==> src/rtl/core/cfrc_pkg.sv <==
// cfrc_pkg: shared constants and types for the cobs frame receiver with crc-8 check
// used by every module in rtl/core and by the port checker
// no dependencies
`default_nettype none

package cfrc_pkg;

   localparam int          PACKET_LEN_DEF = 8;
   localparam int          CNT_W          = 6;
   localparam int          POS_W          = 5;
   localparam int          INDEX_W        = 5;
   localparam logic [7:0]  CRC_POLY       = 8'h31;
   localparam logic [7:0]  CODE_FULL      = 8'hFF;
   localparam logic [7:0]  FRAME_DELIM    = 8'h00;
   localparam logic [POS_W-1:0] CRC_POS_RESET = 5'd7;
   localparam logic [CNT_W-1:0] CNT_MAX   = 6'd63;

   typedef enum logic [1:0] {
      STATUS_OK      = 2'd0,
      STATUS_CRC_ERR = 2'd1,
      STATUS_LEN_ERR = 2'd2
   } status_type;

endpackage

`default_nettype wire

==> src/rtl/core/cfrc_crc8_serial.sv <==
// cfrc_crc8_serial: bit-serial crc-8 unit, one polynomial step per cycle
// holds the running checksum of the current frame
// depends on cfrc_pkg
`default_nettype none

module cfrc_crc8_serial
   import cfrc_pkg::*;
(
   input  wire logic       clock,
   input  wire logic       reset,
   input  wire logic       start,
   input  wire logic       clear,
   input  wire logic [7:0] din,
   output logic      [7:0] crc,
   output logic            busy
);

   logic [7:0] crc_ff, crc_in;
   logic [2:0] step_ff, step_in;
   logic       busy_ff, busy_in;

   always_comb begin
      crc_in  = crc_ff;
      step_in = step_ff;
      busy_in = busy_ff;
      if (busy_ff) begin
         // one msb-first shift per cycle
         if (crc_ff[7]) begin
            crc_in = {crc_ff[6:0], 1'b0} ^ CRC_POLY;
         end else begin
            crc_in = {crc_ff[6:0], 1'b0};
         end
         step_in = step_ff + 3'd1;
         if (step_ff == 3'd7) begin
            busy_in = 1'b0;
         end
      end else if (clear) begin
         crc_in = '0;
      end else if (start) begin
         crc_in  = crc_ff ^ din;
         step_in = '0;
         busy_in = 1'b1;
      end
   end

   always_ff @(posedge clock) begin
      if (reset) begin
         crc_ff  <= '0;
         step_ff <= '0;
         busy_ff <= 1'b0;
      end else begin
         crc_ff  <= crc_in;
         step_ff <= step_in;
         busy_ff <= busy_in;
      end
   end

   assign crc  = crc_ff;
   assign busy = busy_ff;

endmodule

`default_nettype wire

==> src/rtl/core/cobs_frame_receiver_crc8.sv <==
// channel   | ports                        | direction | beat carries
// req       | req_valid/req_ready          | in        | req_rx_byte
// rsp       | rsp_valid/rsp_ready          | out       | data_byte, byte_index, last, status
// csr       | csr_wr_en/csr_wr_data        | in        | crc_position, no wait
//
// a nonzero byte that commits a decoded byte below PACKET_LEN holds req_ready low while the
// bit-serial crc unit steps through it; other bytes do not wait on the crc unit
// a frame end with the right length and a good checksum gives PACKET_LEN beats, each passing
// ST_RD then ST_EMIT, paced by the registered read of the packet store
// synchronous reset returns the frame state and crc_position (7); store is not cleared
// rsp stalls hold the output register; req is taken again once the last beat is loaded
`default_nettype none

module cobs_frame_receiver_crc8
   import cfrc_pkg::*;
#(
   parameter int PACKET_LEN = PACKET_LEN_DEF
)(
   input  wire logic               clock,
   input  wire logic               reset,
   input  wire logic               req_valid,
   output logic                    req_ready,
   input  wire logic [7:0]         req_rx_byte,
   output logic                    rsp_valid,
   input  wire logic               rsp_ready,
   output logic [7:0]              rsp_data_byte,
   output logic [INDEX_W-1:0]      rsp_byte_index,
   output logic                    rsp_last,
   output logic [1:0]              rsp_status,
   input  wire logic               csr_wr_en,
   input  wire logic [POS_W-1:0]   csr_wr_data
);

   localparam int IDX_W = (PACKET_LEN > 1) ? $clog2(PACKET_LEN) : 1;
   localparam logic [CNT_W-1:0] PLEN_CNT  = CNT_W'(PACKET_LEN);
   localparam logic [IDX_W-1:0] LAST_IDX  = IDX_W'(PACKET_LEN - 1);

   typedef enum logic [3:0] {
      ST_IDLE = 4'b0001,
      ST_RD   = 4'b0010,
      ST_EMIT = 4'b0100,
      ST_ERR  = 4'b1000
   } state_type;

   state_type        state_ff, state_in;
   logic [POS_W-1:0] crc_pos_ff;
   logic [7:0]       group_left_ff, group_left_in;
   logic             zero_pend_ff, zero_pend_in;
   logic [CNT_W-1:0] enc_cnt_ff, enc_cnt_in;
   logic [CNT_W-1:0] dec_cnt_ff, dec_cnt_in;
   logic [7:0]       rx_crc_ff, rx_crc_in;
   logic [IDX_W-1:0] emit_idx_ff, emit_idx_in;
   status_type       err_status_ff, err_status_in;

   logic             rsp_valid_ff, rsp_valid_in;
   logic [7:0]       rsp_data_ff, rsp_data_in;
   logic [INDEX_W-1:0] rsp_index_ff, rsp_index_in;
   logic             rsp_last_ff, rsp_last_in;
   status_type       rsp_status_ff, rsp_status_in;

   logic [7:0]       packet_store [PACKET_LEN];
   logic [7:0]       rd_data_ff;

   logic             accept, slot_free, frame_end;
   logic             commit, commit_stored;
   logic [7:0]       commit_val;
   logic             crc_start, crc_busy;
   logic [7:0]       crc_din, crc_value;

   cfrc_crc8_serial u_crc (
      .clock (clock),
      .reset (reset),
      .start (crc_start),
      .clear (frame_end),
      .din   (crc_din),
      .crc   (crc_value),
      .busy  (crc_busy)
   );

   assign req_ready = (state_ff == ST_IDLE) && !crc_busy;
   assign accept    = req_valid && req_ready;
   assign frame_end = accept && (req_rx_byte == FRAME_DELIM);
   assign slot_free = !rsp_valid_ff || rsp_ready;

   // cobs decode of one nonzero byte
   always_comb begin
      commit     = 1'b0;
      commit_val = req_rx_byte;
      if (group_left_ff != 8'd0) begin
         commit = 1'b1;
      end else if (zero_pend_ff) begin
         commit     = 1'b1;
         commit_val = 8'd0;
      end
   end

   assign commit_stored = accept && !frame_end && commit && (dec_cnt_ff < PLEN_CNT);
   assign crc_start     = commit_stored;
   // checksum byte enters the crc as zero
   assign crc_din = (dec_cnt_ff == CNT_W'(crc_pos_ff)) ? 8'd0 : commit_val;

   always_comb begin
      state_in      = state_ff;
      group_left_in = group_left_ff;
      zero_pend_in  = zero_pend_ff;
      enc_cnt_in    = enc_cnt_ff;
      dec_cnt_in    = dec_cnt_ff;
      rx_crc_in     = rx_crc_ff;
      emit_idx_in   = emit_idx_ff;
      err_status_in = err_status_ff;
      rsp_valid_in  = rsp_valid_ff && !rsp_ready;
      rsp_data_in   = rsp_data_ff;
      rsp_index_in  = rsp_index_ff;
      rsp_last_in   = rsp_last_ff;
      rsp_status_in = rsp_status_ff;

      case (state_ff)
         ST_IDLE: begin
            if (frame_end) begin
               if (enc_cnt_ff > CNT_W'(1)) begin
                  if (dec_cnt_ff != PLEN_CNT) begin
                     err_status_in = STATUS_LEN_ERR;
                     state_in      = ST_ERR;
                  end else if (crc_value != rx_crc_ff) begin
                     err_status_in = STATUS_CRC_ERR;
                     state_in      = ST_ERR;
                  end else begin
                     emit_idx_in = '0;
                     state_in    = ST_RD;
                  end
               end
               group_left_in = '0;
               zero_pend_in  = 1'b0;
               enc_cnt_in    = '0;
               dec_cnt_in    = '0;
               rx_crc_in     = '0;
            end else if (accept) begin
               if (enc_cnt_ff != CNT_MAX) begin
                  enc_cnt_in = enc_cnt_ff + CNT_W'(1);
               end
               if (group_left_ff != 8'd0) begin
                  group_left_in = group_left_ff - 8'd1;
               end else begin
                  group_left_in = req_rx_byte - 8'd1;
                  zero_pend_in  = (req_rx_byte != CODE_FULL);
               end
               if (commit) begin
                  if (dec_cnt_ff != CNT_MAX) begin
                     dec_cnt_in = dec_cnt_ff + CNT_W'(1);
                  end
                  if (commit_stored && (dec_cnt_ff == CNT_W'(crc_pos_ff))) begin
                     rx_crc_in = commit_val;
                  end
               end
            end
         end
         ST_RD: begin
            state_in = ST_EMIT;
         end
         ST_EMIT: begin
            if (slot_free) begin
               rsp_valid_in  = 1'b1;
               rsp_data_in   = rd_data_ff;
               rsp_index_in  = INDEX_W'(emit_idx_ff);
               rsp_last_in   = (emit_idx_ff == LAST_IDX);
               rsp_status_in = STATUS_OK;
               if (emit_idx_ff == LAST_IDX) begin
                  state_in = ST_IDLE;
               end else begin
                  emit_idx_in = emit_idx_ff + IDX_W'(1);
                  state_in    = ST_RD;
               end
            end
         end
         ST_ERR: begin
            if (slot_free) begin
               rsp_valid_in  = 1'b1;
               rsp_data_in   = '0;
               rsp_index_in  = '0;
               rsp_last_in   = 1'b1;
               rsp_status_in = err_status_ff;
               state_in      = ST_IDLE;
            end
         end
         default: begin
            state_in = ST_IDLE;
         end
      endcase
   end

   always_ff @(posedge clock) begin
      if (reset) begin
         state_ff      <= ST_IDLE;
         crc_pos_ff    <= CRC_POS_RESET;
         group_left_ff <= '0;
         zero_pend_ff  <= 1'b0;
         enc_cnt_ff    <= '0;
         dec_cnt_ff    <= '0;
         rx_crc_ff     <= '0;
         emit_idx_ff   <= '0;
         err_status_ff <= STATUS_OK;
         rsp_valid_ff  <= 1'b0;
      end else begin
         state_ff      <= state_in;
         if (csr_wr_en) begin
            crc_pos_ff <= csr_wr_data;
         end
         group_left_ff <= group_left_in;
         zero_pend_ff  <= zero_pend_in;
         enc_cnt_ff    <= enc_cnt_in;
         dec_cnt_ff    <= dec_cnt_in;
         rx_crc_ff     <= rx_crc_in;
         emit_idx_ff   <= emit_idx_in;
         err_status_ff <= err_status_in;
         rsp_valid_ff  <= rsp_valid_in;
      end
   end

   always_ff @(posedge clock) begin
      rsp_data_ff   <= rsp_data_in;
      rsp_index_ff  <= rsp_index_in;
      rsp_last_ff   <= rsp_last_in;
      rsp_status_ff <= rsp_status_in;
   end

   // packet store, one write and one registered read port
   always_ff @(posedge clock) begin
      if (commit_stored) begin
         packet_store[dec_cnt_ff[IDX_W-1:0]] <= commit_val;
      end
      rd_data_ff <= packet_store[emit_idx_ff];
   end

   assign rsp_valid      = rsp_valid_ff;
   assign rsp_data_byte  = rsp_data_ff;
   assign rsp_byte_index = rsp_index_ff;
   assign rsp_last       = rsp_last_ff;
   assign rsp_status     = rsp_status_ff;

endmodule

`default_nettype wire

==> config.mk <==
export PLATFORM = sky130hd
export DESIGN_NAME = cobs_frame_receiver_crc8
export DESIGN_NICKNAME = d
export VERILOG_FILES = /design/src/rtl/core/cfrc_pkg.sv /design/src/rtl/core/cfrc_crc8_serial.sv /design/src/rtl/core/cobs_frame_receiver_crc8.sv
export SDC_FILE = /design/constraint.sdc
export NUM_CORES = 1
export LEC_CHECK = 0
export ABC_AREA = 1
export BUFFER_PORTS_ARGS = -buffer_cell sky130_fd_sc_hd__buf_2
export CORE_ASPECT_RATIO = 0.7
export CORE_MARGIN = 10
export CORE_UTILIZATION = 53
export CTS_CLUSTER_SIZE = 16
export DETAILED_ROUTE_END_ITERATION = 8
export GPL_TIMING_DRIVEN = 0
export HOLD_SLACK_MARGIN = 0.08
export PLACE_DENSITY = 0.74
export SETUP_SLACK_MARGIN = 0.4
export SLEW_MARGIN = 20
export SYNTH_ARGS = -nofsm -noshare
export SYNTH_HDL_FRONTEND = slang
export SYNTH_SLANG_ARGS = --single-unit
==> constraint.sdc <==
create_clock -name clock -period 2.11 [get_ports clock]
set_input_delay 0.211 -clock clock [delete_from_list [all_inputs] [get_ports clock]]
set_output_delay 0.211 -clock clock [all_outputs]
set_load 0.05 [all_outputs]
## Yosys cells after proc, flatten, opt, wreduce, memory -nomap -nowiden

Memory sizes are Yosys's and may differ from the RTL's. A register that Yosys moved wholly into a read port is not among the register bits.
Cells that the tools add are included.

| storage, ports and cells | value |
|---|---|
| register bits | 72 |
| RAM bits | 64 |
| input port bits | 18 |
| output and inout bits | 18 |
| word-level logic and storage cells | 150 |
| memories kept | 1 |

| cells by class | value |
|---|---|
| add/subtract/negate cells | 6 |
| order comparisons | 2 |
| equality and inequality tests | 21 |
| multiplexer cells | 65 |
| bitwise logic cells | 2 |
| reductions and logical operators | 36 |

Memory list:

| memory | words | width | read ports | clocked after Yosys merged registers in | write ports | line | source |
|---|---|---|---|---|---|---|---|
| packet_store | 8 | 8 | 1 | 1 | 1 | cobs_frame_receiver_crc8.sv:61 | `logic [7:0] packet_store [PACKET_LEN];` |

Operators with widths:

| cell | number |
|---|---|
| $mux 8 | 15 |
| $mux 6 | 8 |
| $mux 3 | 9 |
| $mux 4 | 6 |
| $reduce_bool 2->1 | 9 |
| $pmux 4 s4 | 1 |
| $pmux 8 s2 | 1 |
| $reduce_and 4->1 | 4 |
| $sub 8x1->8 const B | 2 |
| $mux 1 | 14 |
| $ne 2x2->1 const B | 7 |
| $add 6x1->6 const B | 2 |
| $ne 6x6->1 const B | 2 |
| $mux 2 | 5 |
| $mux 5 | 2 |
| $pmux 5 s2 | 1 |
| $reduce_and 3->1 | 3 |
| $logic_and 1x1->1 | 8 |
| $logic_not 8->1 | 1 |
| $ne 8x8->1 | 1 |
| $ne 8x8->1 const B | 1 |
| $reduce_bool 8->1 | 1 |
| $xor 8x8->8 | 1 |
| $reduce_and 7->1 | 1 |
| 20 further kinds | 27 |

## Depth between registers and ports, before layout

| depth | value |
|---|---|
| depth in word-level cells | 13 |
| mapped depth | 12 |

## Cells and area by module

From an unflattened synthesis, not the netlist that was laid out.

| unflattened totals | value |
|---|---|
| cell total of the unflattened synthesis | 727 |
| area, all modules | 6491.2 sq um |

Modules (own cells, without submodules):

| module | instances | cells each | area an instance (sq um) | sequential area each (sq um) |
|---|---|---|---|---|
| cobs_frame_receiver_crc8 | 1 | 617 | 5716.7 | 3383.2 |
| cfrc_crc8_serial | 1 | 110 | 774.5 | 240.2 |

## Worst setup path before layout

No wires, ideal clock.

| timing | value |
|---|---|
| kind | reg2reg |
| start | register state_ff[2] |
| end | memory packet_store[0][0] (enable) |
| arrival time | 2.031 ns |
| setup slack | -0.305 ns |
| stages on the path, launching flop included | 8 |
| buffers on the path | 0 |
| clock period less this slack | 2.415 ns |
| cell sequence | dfxtp_1 > nor2_2 > nand3_4 > nor2_4 > nand2_2 > nor3_2 > nand2_1 > nor3_1 |

| between the ends | value |
|---|---|
| word-level cells in the longest chain between the ends | 10 |

RTL lines:

| what | line | source |
|---|---|---|
| start, declared | cobs_frame_receiver_crc8.sv:45 | `state_type state_ff, state_in;` |
| start signal, assigned | cobs_frame_receiver_crc8.sv:204 | `state_ff <= state_in;` |
| $eq 4x1->1 * | cobs_frame_receiver_crc8.sv:80 | `assign req_ready = (state_ff == ST_IDLE) && !crc_busy;` |
| $logic_and 1x1->1 * | cobs_frame_receiver_crc8.sv:80 |  |
| via req_ready | cobs_frame_receiver_crc8.sv:22 | `output logic req_ready,` |
| $logic_and 1x1->1 * | cobs_frame_receiver_crc8.sv:81 | `assign accept = req_valid && req_ready;` |
| $logic_and 1x1->1 | cobs_frame_receiver_crc8.sv:82 | `assign frame_end = accept && (req_rx_byte == FRAME_DELIM);` |
| $logic_not 1->1 | cobs_frame_receiver_crc8.sv:97 | `assign commit_stored = accept && !frame_end && commit && (dec_cnt_ff < PLEN_CNT);` |
| $logic_and 1x1->1 * (3 in a row) | cobs_frame_receiver_crc8.sv:97 |  |
| $mux 1 * | cobs_frame_receiver_crc8.sv:228 | `if (commit_stored) begin` |
| $mux 1 (not written as such) * | cobs_frame_receiver_crc8.sv:229 | `packet_store[dec_cnt_ff[IDX_W-1:0]] <= commit_val;` |
| end, declared | cobs_frame_receiver_crc8.sv:61 |  |

The timed path passes the listed nets; every way through them passes the cells marked *.

## Worst setup path in the final report

| timing | value |
|---|---|
| start | register state_ff[3] |
| end | register u_crc.crc_ff[7] (netlist: u_crc.crc[7]) |

| between the ends | value |
|---|---|
| word-level cells in the longest chain between the ends | 9 |
| elaborated cells on any way between the ends | 11 |
| those cells by class | 1 x eq/ne; 2 x mux; 8 x reduce/logical |

RTL lines:

| what | line | source |
|---|---|---|
| $eq 4x1->1 * | cobs_frame_receiver_crc8.sv:80 |  |
| $logic_and 1x1->1 * | cobs_frame_receiver_crc8.sv:80 |  |
| $logic_and 1x1->1 * | cobs_frame_receiver_crc8.sv:81 |  |
| $logic_and 1x1->1 | cobs_frame_receiver_crc8.sv:82 |  |
| $logic_not 1->1 | cobs_frame_receiver_crc8.sv:97 |  |
| $logic_and 1x1->1 (3 in a row) | cobs_frame_receiver_crc8.sv:97 |  |
| $reduce_bool 3->1 (no source line) | n/a |  |
| end signal, assigned | cfrc_crc8_serial.sv:52 | `crc_ff <= crc_in;` |
| end, declared | cfrc_crc8_serial.sv:18 | `logic [7:0] crc_ff, crc_in;` |

Every way passes the cells marked *; elsewhere a longest branch is shown, timed or not.
A chain may end at the register's enable or synchronous reset.

==> metrics.cfg <==
[job]
max_cap_violations=0

[yosys]
syn_area_um2=6450
synth_ff_type=edfxtp_1
syn_area_per_cell_um2=8.89
ys_seq_area_share_pct=56.2
yosysTopAreaCell=edfxtp_1
synthArstFlopShare_pct=0
ys_warn_count=0
synth.distinct_cells=45
synthCells=725
synth-edff-count=78
synth_area_leaders=edfxtp_1 (36%), dfxtp_1 (20%), nor2_1 (7.1%)
synth_top_area_share_pct=36.3
synth-seq-cells=142

[setup_path]
path_cells=nor2_4 > nand3_4 > nor2_4 > nand2_4 > buf_4 > nor2_2 > nand3_2 > nand2_4 > buf_6 > o21ai_0 > a21oi_1
crit_required_ns=2.47
slowest_delay_ns=0.36
reg2reg_from=state_ff[3]
critPathSlowestCell=dfxtp_4
end_kind=register
crit_family=simple AND/OR/NAND/NOR gates
r2r_slack_ns=0.11
worst-path-buf-inv=2
path_class=reg2reg
reg2reg_to=u_crc.crc[7]
critPathArrivalTime_ns=2.35
rr_worst_depth=11
worstPathMaxFanout=4
cp-start-kind=register

[sta]
finalSetupViolCount=0
rsz0062_at_grt=yes
setup_slack_ns=0.115
period_needed_ns=2.00
hold_violations=0
slew_violations=0
tightest_slew_ns=0.801
fin_crit_sh_pct=94.6
skew_ns=0.0133
timing.fmax_mhz=501
relSlewSlack_pct=46.6

[clocking]
cts-root-buf=clkbuf_16
worstSkewPairLatency_ns=0.44
cts.path.max_buffers=2
htreeDepth=4
clk_pin_slew_ns=0.07
cts_tree=yes
cts-buffers-inserted=17
cts.sink_count=142

[cells_and_area]
fin_area_um2=8980
layout-drive-gt1-share_pct=34.0
layout.nets=876
fillers=693
antenna_cells=0
area_growth_pct=39.4

[floorplan]
num_rows=33
die-area_um2=17000
pin_count=36
die_h_um=112
initial_utilization_pct=54.6
core-area_um2=11800
die_w_um=152

[place]
dp_hpwl_mm=11.0
preCtsSetupSlack_ns=-0.288
finalWeightedCongestion=0.872
dpl_cell_area_um2=6910
portBuffers=32

[global_route]
grt_pass1_wl_mm=28.2
antenna_found_initial=0
overflow=0
grt_pass1_vias=5551
grt_max_degree=17
track_usage_pct=20.3

[hold_path]
hold_start=csr_wr_data[3]
whs_endpoint=crc_pos_ff[3]
worstHoldPathType=in2reg
holdPathStages=3

[power_and_ir_drop]
power_mw=11.7
p_leak_nw=3.55
cellPowerDensity_nw_per_um2=1300
vdd_drop_max_v=0.000879

[detailed_routing]
num_vias=6051
drt_first_pass_iters=6
routed_wirelength_mm=21.1
via_per_inst=5.94
drt-initial-drc-count=691
wire_per_inst_um=20.7
antenna_left=0
drt_drc_violations_left=0

[outcome]
status=finished, final reports clean

==> worst max path at each step <==
stage	to	cells past startpoint	from
4_1_cts	packet_store[1][4]	8	dec_cnt_ff[3]
6_report	u_crc.crc[7]	11	state_ff[3]
3_3_place_gp	packet_store[3][3]	6	dec_cnt_ff[3]
2_1_floorplan	packet_store[2][0]	7	state_ff[3]
3_5_place_dp	packet_store[7][3]	6	dec_cnt_ff[3]
5_1_grt	u_crc.crc[5]	11	state_ff[3]
==> registers in the layout (all words and copies together) (netlist names), 5 cells and up <==
| name | flops |
|---|---|
| rx_crc_ff | 8 |
| rd_data_ff | 8 |
| dec_cnt_ff | 6 |
| group_left_ff | 8 |
| u_crc.crc | 8 |
| packet_store | 64 |
| enc_cnt_ff | 6 |
| crc_pos_ff | 5 |
| rsp_data_byte | 8 |
==> per-stage QoR <==
stage	instances	setup TNS, ns	utilization, %	hold slack, ns
floorplan	726	-0.0108	-	0.322
global placement	915	-9.85	58.6	0.428
CTS	995	0	70.7	0.0800
detailed placement	915	-16.74	58.6	0.449
global route	1018	0	76.1	0.117
finish	1018	0	76.1	0.0773
==> worst min-delay path: stages <==
cell	delay (ns)
buf_2	0.07
o21ai_0	0.08
a21oi_1	0.11
==> timing repair <==
item,in CTS,in global routing
hold endpoints to repair,3,0
hold buffers,6,0
gates resized for setup,100,118
setup endpoints to repair,180,161
pin swaps,36,49
buffers inserted,42,21
cloned,0,2
==> cell families (layout without fill, tap and decap cells) <==
| family | Yosys count | count (layout) | share of synthesized area (%) |
|---|---|---|---|
| compound gates | 147 | 147 | 12.3 |
| xor+xnor | 5 | 5 | 0.679 |
| fa+ha+maj | 10 | 10 | 1.94 |
| buf+inv | 105 | 240 | 6.58 |
| flops | 142 | 142 | 56.2 |
| other cells | 1 | 2 | 0.0582 |
| simple gates | 315 | 315 | 22.3 |
==> cells in the final DEF, fill, tap and decap left out, drive strengths merged, types with 10 or more instances in the layout <==
master,Yosys,final
ha,10,10
buf,10,106
nand2,108,108
inv,76,80
dfxtp,64,64
a21oi,54,54
edfxtp,78,78
nor2,132,132
o21ai,64,64
nor3,19,19
clkbuf,18,37
nand3,40,40
==> final cells by class <==
class / count / area (µm²) / share of cell area [%]
sequential: 142 / 3660 / 40.7
multi-input combinational: 479 / 3110 / 34.6
timing repair buffer: 103 / 972 / 10.8
clock buffer: 18 / 429 / 4.78
inverter: 77 / 305 / 3.40
tap: 157 / 196 / 2.19
buffer: 28 / 175 / 1.95
clock inverter: 14 / 135 / 1.50
==> where the power goes <==
part | total (mW) | internal (mW) | switching [mW]
sequential | 3.68 | 3.39 | 0.291
combinational | 5.08 | 2.07 | 3.02
clock | 2.95 | 1.65 | 1.30
total | 11.7 | 7.11 | 4.61
==> routing by layer <==
| metal | GRT usage [%] | part of all wire (%) | up-vias |
|---|---|---|---|
| met4 | 7.49 | 5.8 | 0 |
| met2 | 34.9 | 47 | 396 |
| met5 | 0 | 0 | - |
| met3 | 5.19 | 9.6 | 112 |
| li1 | - | - | 2703 |
| met1 | 24.3 | 37 | 2840 |
==> synthesized netlist by cell type, types with 7 or more instances <==
master,instances
a21oi_1,53
a31oi_1,9
clkbuf_1,17
dfxtp_1,64
edfxtp_1,78
ha_1,10
inv_1,73
nand2_1,101
nand3_1,38
nand4_1,7
nor2_1,122
nor3_1,14
o21ai_0,55
o21ai_1,9
o22ai_1,9
Power figures use the tool's default switching activity.
